<file path="src/rtl/core/psim_pkg.sv">
// ---------------------------------------------------------------------------
// psim_pkg
// Shared types and constants of the pad source index mapper.
// ---------------------------------------------------------------------------
package psim_pkg;

    localparam int MAX_DIMS   = 3;
    localparam int NUM_DIMS   = 3;
    localparam int DIMS_USED  = (NUM_DIMS > MAX_DIMS) ? MAX_DIMS :
                                ((NUM_DIMS < 1) ? 1 : NUM_DIMS);
    localparam int FIRST_DIM  = MAX_DIMS - DIMS_USED;

    localparam int COORD_BITS  = 18;
    localparam int IN_FIELD_W  = 18;
    localparam int COORD_USE_W = (COORD_BITS < IN_FIELD_W) ? COORD_BITS : IN_FIELD_W;

    localparam int SIZE_W      = 16;
    localparam int MODE_W      = 2;
    localparam int STRIDE_W    = 2 * SIZE_W;
    localparam int IDX_W       = 48;

    // Signed width that holds a coordinate, left pad plus size, and their differences.
    localparam int MAP_W = ((COORD_USE_W > SIZE_W + 1) ? COORD_USE_W : SIZE_W + 1) + 2;

    // Reflect mode excludes the edge element, hence the offset of two.
    localparam int REFLECT_GAP = 2;

    localparam int IN_TDATA_W  = ((MAX_DIMS * IN_FIELD_W + 7) / 8) * 8;
    localparam int OUT_TDATA_W = IDX_W;
    localparam int OUT_TUSER_W = 2;

    localparam int CFG_ADDR_W  = 3;
    localparam int CFG_DATA_W  = SIZE_W;

    typedef enum logic [MODE_W-1:0] {
        MODE_CONSTANT  = 2'd0,
        MODE_REFLECT   = 2'd1,
        MODE_REPLICATE = 2'd2,
        MODE_CIRCULAR  = 2'd3
    } t_pad_mode;

    typedef enum logic [CFG_ADDR_W-1:0] {
        REG_PAD_MODE    = 3'd0,
        REG_IN_SIZE_D0  = 3'd1,
        REG_IN_SIZE_D1  = 3'd2,
        REG_IN_SIZE_D2  = 3'd3,
        REG_LEFT_PAD_D0 = 3'd4,
        REG_LEFT_PAD_D1 = 3'd5,
        REG_LEFT_PAD_D2 = 3'd6
    } t_cfg_reg;

    // Result of one dimension lane.
    typedef struct packed {
        logic [SIZE_W-1:0] m;
        logic              fill;
        logic              err;
    } t_lane_res;

endpackage

</file>
<file path="src/rtl/core/psim_lane.sv">
// ---------------------------------------------------------------------------
// psim_lane
// Maps the coordinate of one dimension to its source coordinate.
// ---------------------------------------------------------------------------
module psim_lane (
    input  logic                          i_clk,
    input  logic                          i_load,
    input  logic [psim_pkg::COORD_USE_W-1:0] i_coord,
    input  psim_pkg::t_pad_mode           i_mode,
    input  logic [psim_pkg::SIZE_W-1:0]   i_size,
    input  logic [psim_pkg::SIZE_W-1:0]   i_lpad,
    output psim_pkg::t_lane_res           o_res
);
    import psim_pkg::*;

    localparam logic signed [MAP_W-1:0] REFL = MAP_W'(REFLECT_GAP);

    logic signed [MAP_W-1:0] x;
    logic signed [MAP_W-1:0] l;
    logic signed [MAP_W-1:0] s;
    logic signed [MAP_W-1:0] ls;
    logic signed [MAP_W-1:0] e;
    logic signed [MAP_W-1:0] m;
    logic                    left;
    logic                    right;
    logic                    fill;
    logic                    oob;
    t_lane_res               n_res;
    t_lane_res               r_res;

    assign x     = signed'(MAP_W'(i_coord));
    assign l     = signed'(MAP_W'(i_lpad));
    assign s     = signed'(MAP_W'(i_size));
    assign ls    = l + s;
    assign e     = x - ls;
    assign left  = x < l;
    assign right = !left && (x >= ls);

    always_comb begin
        m = x - l;
        if (left) begin
            case (i_mode)
                MODE_REFLECT:   m = l - x;
                MODE_REPLICATE: m = '0;
                MODE_CIRCULAR:  m = s - (l - x);
                default:        m = '0;
            endcase
        end else if (right) begin
            case (i_mode)
                MODE_REFLECT:   m = s - REFL - e;
                MODE_REPLICATE: m = s - MAP_W'(1);
                MODE_CIRCULAR:  m = e;
                default:        m = '0;
            endcase
        end
    end

    assign fill = (i_mode == MODE_CONSTANT) && (left || right);
    assign oob  = (m < 0) || (m >= s);

    assign n_res.m    = m[SIZE_W-1:0];
    assign n_res.fill = fill;
    assign n_res.err  = !fill && oob;

    always_ff @(posedge i_clk) begin
        if (i_load) begin
            r_res <= n_res;
        end
    end

    assign o_res = r_res;

endmodule

</file>
<file path="src/rtl/core/psim_merge.sv">
// ---------------------------------------------------------------------------
// psim_merge
// Weights the lane results by their strides and sums them into the index.
// ---------------------------------------------------------------------------
module psim_merge (
    input  logic                                    i_clk,
    input  logic                                    i_rst_n,
    input  logic                                    i_valid,
    output logic                                    o_take,
    input  psim_pkg::t_lane_res [psim_pkg::MAX_DIMS-1:0] i_res,
    input  logic [psim_pkg::MAX_DIMS-1:0][psim_pkg::SIZE_W-1:0] i_size,
    output logic                                    o_valid,
    input  logic                                    i_ready,
    output logic [psim_pkg::IDX_W-1:0]              o_index,
    output logic                                    o_fill,
    output logic                                    o_err
);
    import psim_pkg::*;

    logic [STRIDE_W-1:0] r_stride_outer;
    logic [IDX_W-1:0]    r_p0;
    logic [STRIDE_W-1:0] r_p1;
    logic [SIZE_W-1:0]   r_p2;
    logic                r_fill2;
    logic                r_err2;
    logic                r_v2;
    logic                r_v3;
    logic [IDX_W-1:0]    r_index;
    logic                r_fill;
    logic                r_err;
    logic                load2;
    logic                load3;
    logic [IDX_W-1:0]    sum;

    assign load3  = r_v2 && (!r_v3 || i_ready);
    assign o_take = !r_v2 || load3;
    assign load2  = i_valid && o_take;
    assign sum    = r_p0 + IDX_W'(r_p1) + IDX_W'(r_p2);

    // Stride of the outermost dimension, refreshed every cycle.
    always_ff @(posedge i_clk) begin
        r_stride_outer <= i_size[1] * i_size[2];
    end

    always_ff @(posedge i_clk) begin
        if (!i_rst_n) begin
            r_v2 <= 1'b0;
            r_v3 <= 1'b0;
        end else begin
            if (load2) begin
                r_v2 <= 1'b1;
            end else if (load3) begin
                r_v2 <= 1'b0;
            end
            if (load3) begin
                r_v3 <= 1'b1;
            end else if (i_ready) begin
                r_v3 <= 1'b0;
            end
        end
    end

    always_ff @(posedge i_clk) begin
        if (load2) begin
            r_p0    <= i_res[0].m * r_stride_outer;
            r_p1    <= i_res[1].m * i_size[2];
            r_p2    <= i_res[2].m;
            r_fill2 <= i_res[0].fill || i_res[1].fill || i_res[2].fill;
            r_err2  <= i_res[0].err || i_res[1].err || i_res[2].err;
        end
        if (load3) begin
            r_index <= (r_fill2 || r_err2) ? '0 : sum;
            r_fill  <= r_fill2 && !r_err2;
            r_err   <= r_err2;
        end
    end

    assign o_valid = r_v3;
    assign o_index = r_index;
    assign o_fill  = r_fill;
    assign o_err   = r_err;

endmodule

</file>
<file path="src/rtl/core/pad_source_index_mapper.sv">
// ---------------------------------------------------------------------------
// pad_source_index_mapper
// Maps an output coordinate of a padded 3-D tensor to its source index.
// ---------------------------------------------------------------------------
// Pipeline: three register stages (lanes, multiply, sum), passed in that
// order by each accepted item on its way to the output port.
// Throughput: one item per cycle unless the output stalls; each stage holds
// one item, and a stage empties into the next as soon as that one moves.
// Reset: synchronous, active low; clears all stage valids and loads the
// register defaults (constant mode, every size 1, every left pad 0).
// ---------------------------------------------------------------------------
module pad_source_index_mapper (
    input  logic                               i_clk,
    input  logic                               i_rst_n,
    // Configuration write port.
    input  logic                               i_cfg_we,
    input  logic [psim_pkg::CFG_ADDR_W-1:0]    i_cfg_addr,
    input  logic [psim_pkg::CFG_DATA_W-1:0]    i_cfg_data,
    // Input item stream.
    input  logic                               i_s_axis_tvalid,
    output logic                               o_s_axis_tready,
    // tdata: out_coord_d0 [17:0], out_coord_d1 [35:18], out_coord_d2 [53:36], zero [55:54]
    input  logic [psim_pkg::IN_TDATA_W-1:0]    i_s_axis_tdata,
    // Result item stream.
    output logic                               o_m_axis_tvalid,
    input  logic                               i_m_axis_tready,
    // tdata: src_index [47:0]
    output logic [psim_pkg::OUT_TDATA_W-1:0]   o_m_axis_tdata,
    // tuser: use_fill [0], map_error [1]
    output logic [psim_pkg::OUT_TUSER_W-1:0]   o_m_axis_tuser
);
    import psim_pkg::*;

    t_pad_mode                          r_pad_mode;
    logic [MAX_DIMS-1:0][SIZE_W-1:0]    r_in_size;
    logic [MAX_DIMS-1:0][SIZE_W-1:0]    r_left_pad;
    logic                               r_v1;
    logic                               load1;
    logic                               take;
    t_lane_res [MAX_DIMS-1:0]           lane_res;
    logic [IDX_W-1:0]                   out_index;
    logic                               out_fill;
    logic                               out_err;

    // Register file. Writes to an index past the list fall into the default arm.
    always_ff @(posedge i_clk) begin
        if (!i_rst_n) begin
            r_pad_mode <= MODE_CONSTANT;
            for (int d = 0; d < MAX_DIMS; d++) begin
                r_in_size[d]  <= SIZE_W'(1);
                r_left_pad[d] <= '0;
            end
        end else if (i_cfg_we) begin
            unique case (i_cfg_addr)
                REG_PAD_MODE:    r_pad_mode    <= t_pad_mode'(i_cfg_data[MODE_W-1:0]);
                REG_IN_SIZE_D0:  r_in_size[0]  <= i_cfg_data;
                REG_IN_SIZE_D1:  r_in_size[1]  <= i_cfg_data;
                REG_IN_SIZE_D2:  r_in_size[2]  <= i_cfg_data;
                REG_LEFT_PAD_D0: r_left_pad[0] <= i_cfg_data;
                REG_LEFT_PAD_D1: r_left_pad[1] <= i_cfg_data;
                REG_LEFT_PAD_D2: r_left_pad[2] <= i_cfg_data;
                default: ;
            endcase
        end
    end

    // The lane stage takes a new item whenever it is empty or its item moves on.
    assign o_s_axis_tready = !r_v1 || take;
    assign load1           = i_s_axis_tvalid && o_s_axis_tready;

    always_ff @(posedge i_clk) begin
        if (!i_rst_n) begin
            r_v1 <= 1'b0;
        end else if (load1) begin
            r_v1 <= 1'b1;
        end else if (take) begin
            r_v1 <= 1'b0;
        end
    end

    // One lane per dimension. Dimensions outside the used set contribute a
    // zero term and no flags.
    for (genvar d = 0; d < MAX_DIMS; d++) begin : g_lane
        if (d >= FIRST_DIM) begin : g_used
            psim_lane u_lane (
                .i_clk   (i_clk),
                .i_load  (load1),
                .i_coord (i_s_axis_tdata[d*IN_FIELD_W +: COORD_USE_W]),
                .i_mode  (r_pad_mode),
                .i_size  (r_in_size[d]),
                .i_lpad  (r_left_pad[d]),
                .o_res   (lane_res[d])
            );
        end else begin : g_unused
            assign lane_res[d] = '0;
        end
    end

    psim_merge u_merge (
        .i_clk   (i_clk),
        .i_rst_n (i_rst_n),
        .i_valid (r_v1),
        .o_take  (take),
        .i_res   (lane_res),
        .i_size  (r_in_size),
        .o_valid (o_m_axis_tvalid),
        .i_ready (i_m_axis_tready),
        .o_index (out_index),
        .o_fill  (out_fill),
        .o_err   (out_err)
    );

    assign o_m_axis_tdata = out_index;
    assign o_m_axis_tuser = {out_err, out_fill};

endmodule

</file>
<file path="config.mk">
export PLATFORM = sky130hd
export DESIGN_NAME = pad_source_index_mapper
export DESIGN_NICKNAME = d
export VERILOG_FILES = /design/src/rtl/core/psim_pkg.sv /design/src/rtl/core/psim_lane.sv /design/src/rtl/core/psim_merge.sv /design/src/rtl/core/pad_source_index_mapper.sv
export SDC_FILE = /design/constraint.sdc
export NUM_CORES = 2
export LEC_CHECK = 0
export ABC_AREA = 1
export BUFFER_PORTS_ARGS = -buffer_cell sky130_fd_sc_hd__buf_2
export CORE_MARGIN = 3
export CORE_UTILIZATION = 57
export CTS_BUF_LIST = sky130_fd_sc_hd__clkbuf_16
export DETAILED_ROUTE_END_ITERATION = 7
export GPL_ROUTABILITY_DRIVEN = 0
export MAX_ROUTING_LAYER = met4
export PLACE_DENSITY = 0.75
export REMOVE_ABC_BUFFERS = 1
export SLEW_MARGIN = 10
export SYNTH_ARGS = -nofsm -noshare
export SYNTH_HDL_FRONTEND = slang
export SYNTH_SLANG_ARGS = --single-unit
</file>
<file path="constraint.sdc">
create_clock -name i_clk -period 12.2 [get_ports i_clk]
set_input_delay 0.61 -clock i_clk [delete_from_list [all_inputs] [get_ports i_clk]]
set_output_delay 0.61 -clock i_clk [all_outputs]
set_load 0.02 [all_outputs]
</file>
==> flow_summary.ini <==
[run_status]
status = complete, no violations

[clock_tree]
cts_inserted_buffers = 41
clock_tree.buffer_depth = 3
worst_setup_hold_path_clk_slew_ns = 0.08
post-cts-setup-buffers = 0
cts_sinks = 335
cts-htree-levels = 2
clk_root_buffer_cell = sky130_fd_sc_hd__clkbuf_16
worstSkewPairLatency_ns = 0.66
postCtsResizedCells = 0
cts_hold_repair.buffers = 0
cts_tree = done

[critical_path]
critPathMaxStageDelay_ns = 0.56
critical_path.endpoint_type = flip-flop
worstSetupStartpointType = flip-flop
critPathArrivalTime_ns = 8.06
critPathTopFamily = compound AO/OA/AOI/OAI gates
critPathSlowestCell = sky130_fd_sc_hd__fa_1
crit_buf_inv = 5
worst_ep_required_time_ns = 12.68
timing.critical_path.fanout_max = 38
path_class = reg -> reg

[sta]
fmax_mhz = 132
time_the_final_worst_path_needs_with_i_o_delays_and_setup_ns = 7.59
timing_hold_violations_final = 0
whs_ns = 0.234
setup_viol = 0
final.setup_skew_ns = 0.0564
final_critical_path_setup_slack_ns = 4.61
final.period_utilization = 0.622
maxSlewViolCount = 0
slew_headroom = 0.215
final.setup.tns_ns = 0
rsz0062_at_grt = false
worst_slew_pin_slew_ns = 1.17

[route]
wl_met3_mm = 22.1
first_iter_violations = 5924
remaining_drc_errors = 0
met2RoutedLength_mm = 92.3
route.top_layer_used = met4
wl_per_cell_um = 19.2
via_count_of_the_routed_design = 62300
met1Wirelength_mm = 80.0
first_pass_iters = 7
antenna_violating_nets_post_route = 0
via_per_inst = 5.80
wl_mm = 206

[synth]
top_cell_types_by_occurrence_after_synthesis = 2,196 x sky130_fd_sc_hd__nand2_1, 1,954 x sky130_fd_sc_hd__inv_1, 841 x sky130_fd_sc_hd__fa_1
synth.lib_cells_used.distinct = 79
postSynth.topFlopCell = sky130_fd_sc_hd__edfxtp_1
synth_top_area_cell = sky130_fd_sc_hd__fa_1
yosys.cell_count.top_type = sky130_fd_sc_hd__nand2_1
syn_avg_cell_area_sq_um = 7.35
synth_area_leaders = sky130_fd_sc_hd__fa_1 25%, sky130_fd_sc_hd__ha_1 14%, sky130_fd_sc_hd__nand2_1 12%
synth_edf_count = 202
postSynthCellCount = 9257
post_synth_instance_area_sq_mm = 0.0681
netlist.area_leader.share = 0.247
synth.ff_latch_count = 335
async_sr_flop_fraction = 0
synth-warning-count = 0
synth_seq_area_share = 0.128

[power]
total_leakage_power_nw = 36.3
p_per_area_mw_per_mm2 = 96.8
p_int_mw = 3.42
power_frac_clock = 0.182
power.switching_mw = 3.45
totalPowerFinal_mw = 6.88
vdd_drop_max_uv = 104
netSwitchingFraction = 0.502
power_frac_seq = 0.217
pwr-share-comb = 0.601

[global_routing]
antenna_found_initial = 7
grt-ovfl-total = 0
grt_pass1_vias = 62600
grt_first_pass_wirelength_mm = 330
pin_count_of_the_biggest_net_entering_global_routing = 80
grt_util_all_layers = 0.347

[floorplan]
start_util = 0.576
placeableCoreArea_sq_mm = 0.118
row_count = 126
top_level_ports = 132
die_area_sq_mm = 0.124
chipHeight_um = 352
die_width_um = 352

[place]
placedInstanceArea_sq_mm = 0.0696
buffer_ports.inserted = 129
numPlacedInstances = 10700
dp_slack_ns = 5.00
dp_hpwl_mm = 163

[cells_and_area]
fillers = 10700
number_of_nets_in_the_finished_design = 10800
area_delta_synth_final_pct = 4.38
core_util_final = 0.601
final_area_sq_mm = 0.0710
number_of_non_filler_instances_in_the_completed_layout = 10700
final_layout_size_suffix_gt1_frac = 0.0461

[hold_path]
timing.hold.worst.class = in -> reg

[flow_run]
timing.max_cap.violations = 0
## power groups by stage
stage          Combinational (mW)  Clock [mW]  Sequential (mW)
6_report                     4.13        1.25             1.49
2_1_floorplan                2.83           0             1.51
3_5_place_dp                 4.02           0             1.51
4_1_cts                      4.05        1.27             1.49
5_1_grt                      4.61        1.31             1.50
3_3_place_gp                 3.92           0             1.51
## registers in the layout (all words and copies together) (netlist names), 2 cells and up
| signal | cells |
|---|---|
| u_merge.o_index | 48 |
| r_in_size | 48 |
| u_merge.r_stride_outer | 32 |
| r_pad_mode | 2 |
| u_merge.r_p2 | 16 |
| u_merge.r_p0 | 48 |
| g_lane.g_used.u_lane.o_res | 54 |
| u_merge.r_p1 | 32 |
| r_left_pad | 48 |
## layer usage
metal  GRT usage  vias to the layer above
li1            -                    28700
met1       0.432                    29400
met2       0.546                     3404
met3      0.0655                      750
met4       0.168                        0
met5           -                        -
## worst reg2reg max path: cells and delay by family, from the launching register on
family,cells,cell delay (ns)
adders and majority gates,4,1.66
AOI/OAI and AO/OA,13,2.76
DFF,1,0.31
xor gates and xnor gates,2,0.53
and+or+nand+nor,9,0.94
buffers and inverters,5,1.21
## cell type report
type,instances,area [sq um],area share
tap,1536,1920,0.0271
multi-input combinational,6609,50400,0.710
sequential,335,8730,0.123
antenna,7,17.5,0.000247
timing repair buffer,190,1100,0.0155
inverter,1981,7440,0.105
clock buffer,41,1030,0.0144
clock inverter,34,343,0.00483
## cells in the final DEF, fill, tap and decap left out, types with 35 or more instances in the layout
master / instances
sky130_fd_sc_hd__o22ai_1: 41
sky130_fd_sc_hd__buf_4: 61
sky130_fd_sc_hd__nand2_1: 2195
sky130_fd_sc_hd__nor3_1: 56
sky130_fd_sc_hd__or2_2: 35
sky130_fd_sc_hd__ha_1: 737
sky130_fd_sc_hd__o21ai_1: 36
sky130_fd_sc_hd__nand3_1: 249
sky130_fd_sc_hd__clkbuf_16: 41
sky130_fd_sc_hd__a21oi_1: 707
sky130_fd_sc_hd__buf_2: 129
sky130_fd_sc_hd__edfxtp_1: 202
sky130_fd_sc_hd__fa_1: 841
sky130_fd_sc_hd__o21ai_0: 396
sky130_fd_sc_hd__nand4_1: 68
sky130_fd_sc_hd__dfxtp_1: 130
sky130_fd_sc_hd__o21bai_1: 46
sky130_fd_sc_hd__nor2_1: 493
sky130_fd_sc_hd__a31oi_1: 65
sky130_fd_sc_hd__xnor2_1: 91
sky130_fd_sc_hd__inv_1: 1955
sky130_fd_sc_hd__xor2_1: 229
## cell families (layout without fill, tap and decap cells)
kind of cell | after synthesis | count (layout) | synth area share
XOR/XNOR | 320 | 320 | 0.0412
AND/OR/NAND/NOR | 3204 | 3204 | 0.193
adder cells (fa/ha/maj) | 1578 | 1578 | 0.383
buffers and inverters | 2313 | 2246 | 0.131
AO/OA/AOI/OAI | 1507 | 1507 | 0.124
flip-flops | 335 | 335 | 0.128
other | 0 | 7 | 0
## worst paths after layout
kind                                               startpoint                                          to  slack (ns)  cells past startpoint
setup reg to reg                   r_in_size[33]$_SDFFE_PN0P_  g_lane[2].g_used.u_lane.o_res[0]$_DFFE_PP_        4.61                     33
hold / removal                                i_s_axis_tvalid                           r_v1$_SDFFE_PN0P_        0.23                      3
hold reg to reg   g_lane[2].g_used.u_lane.o_res[14]$_DFFE_PP_                  u_merge.r_p2[12]$_DFFE_PP_        0.42                      0
setup / recovery                   r_in_size[33]$_SDFFE_PN0P_  g_lane[2].g_used.u_lane.o_res[0]$_DFFE_PP_        4.61                     33
Power figures use the tool's default switching activity.
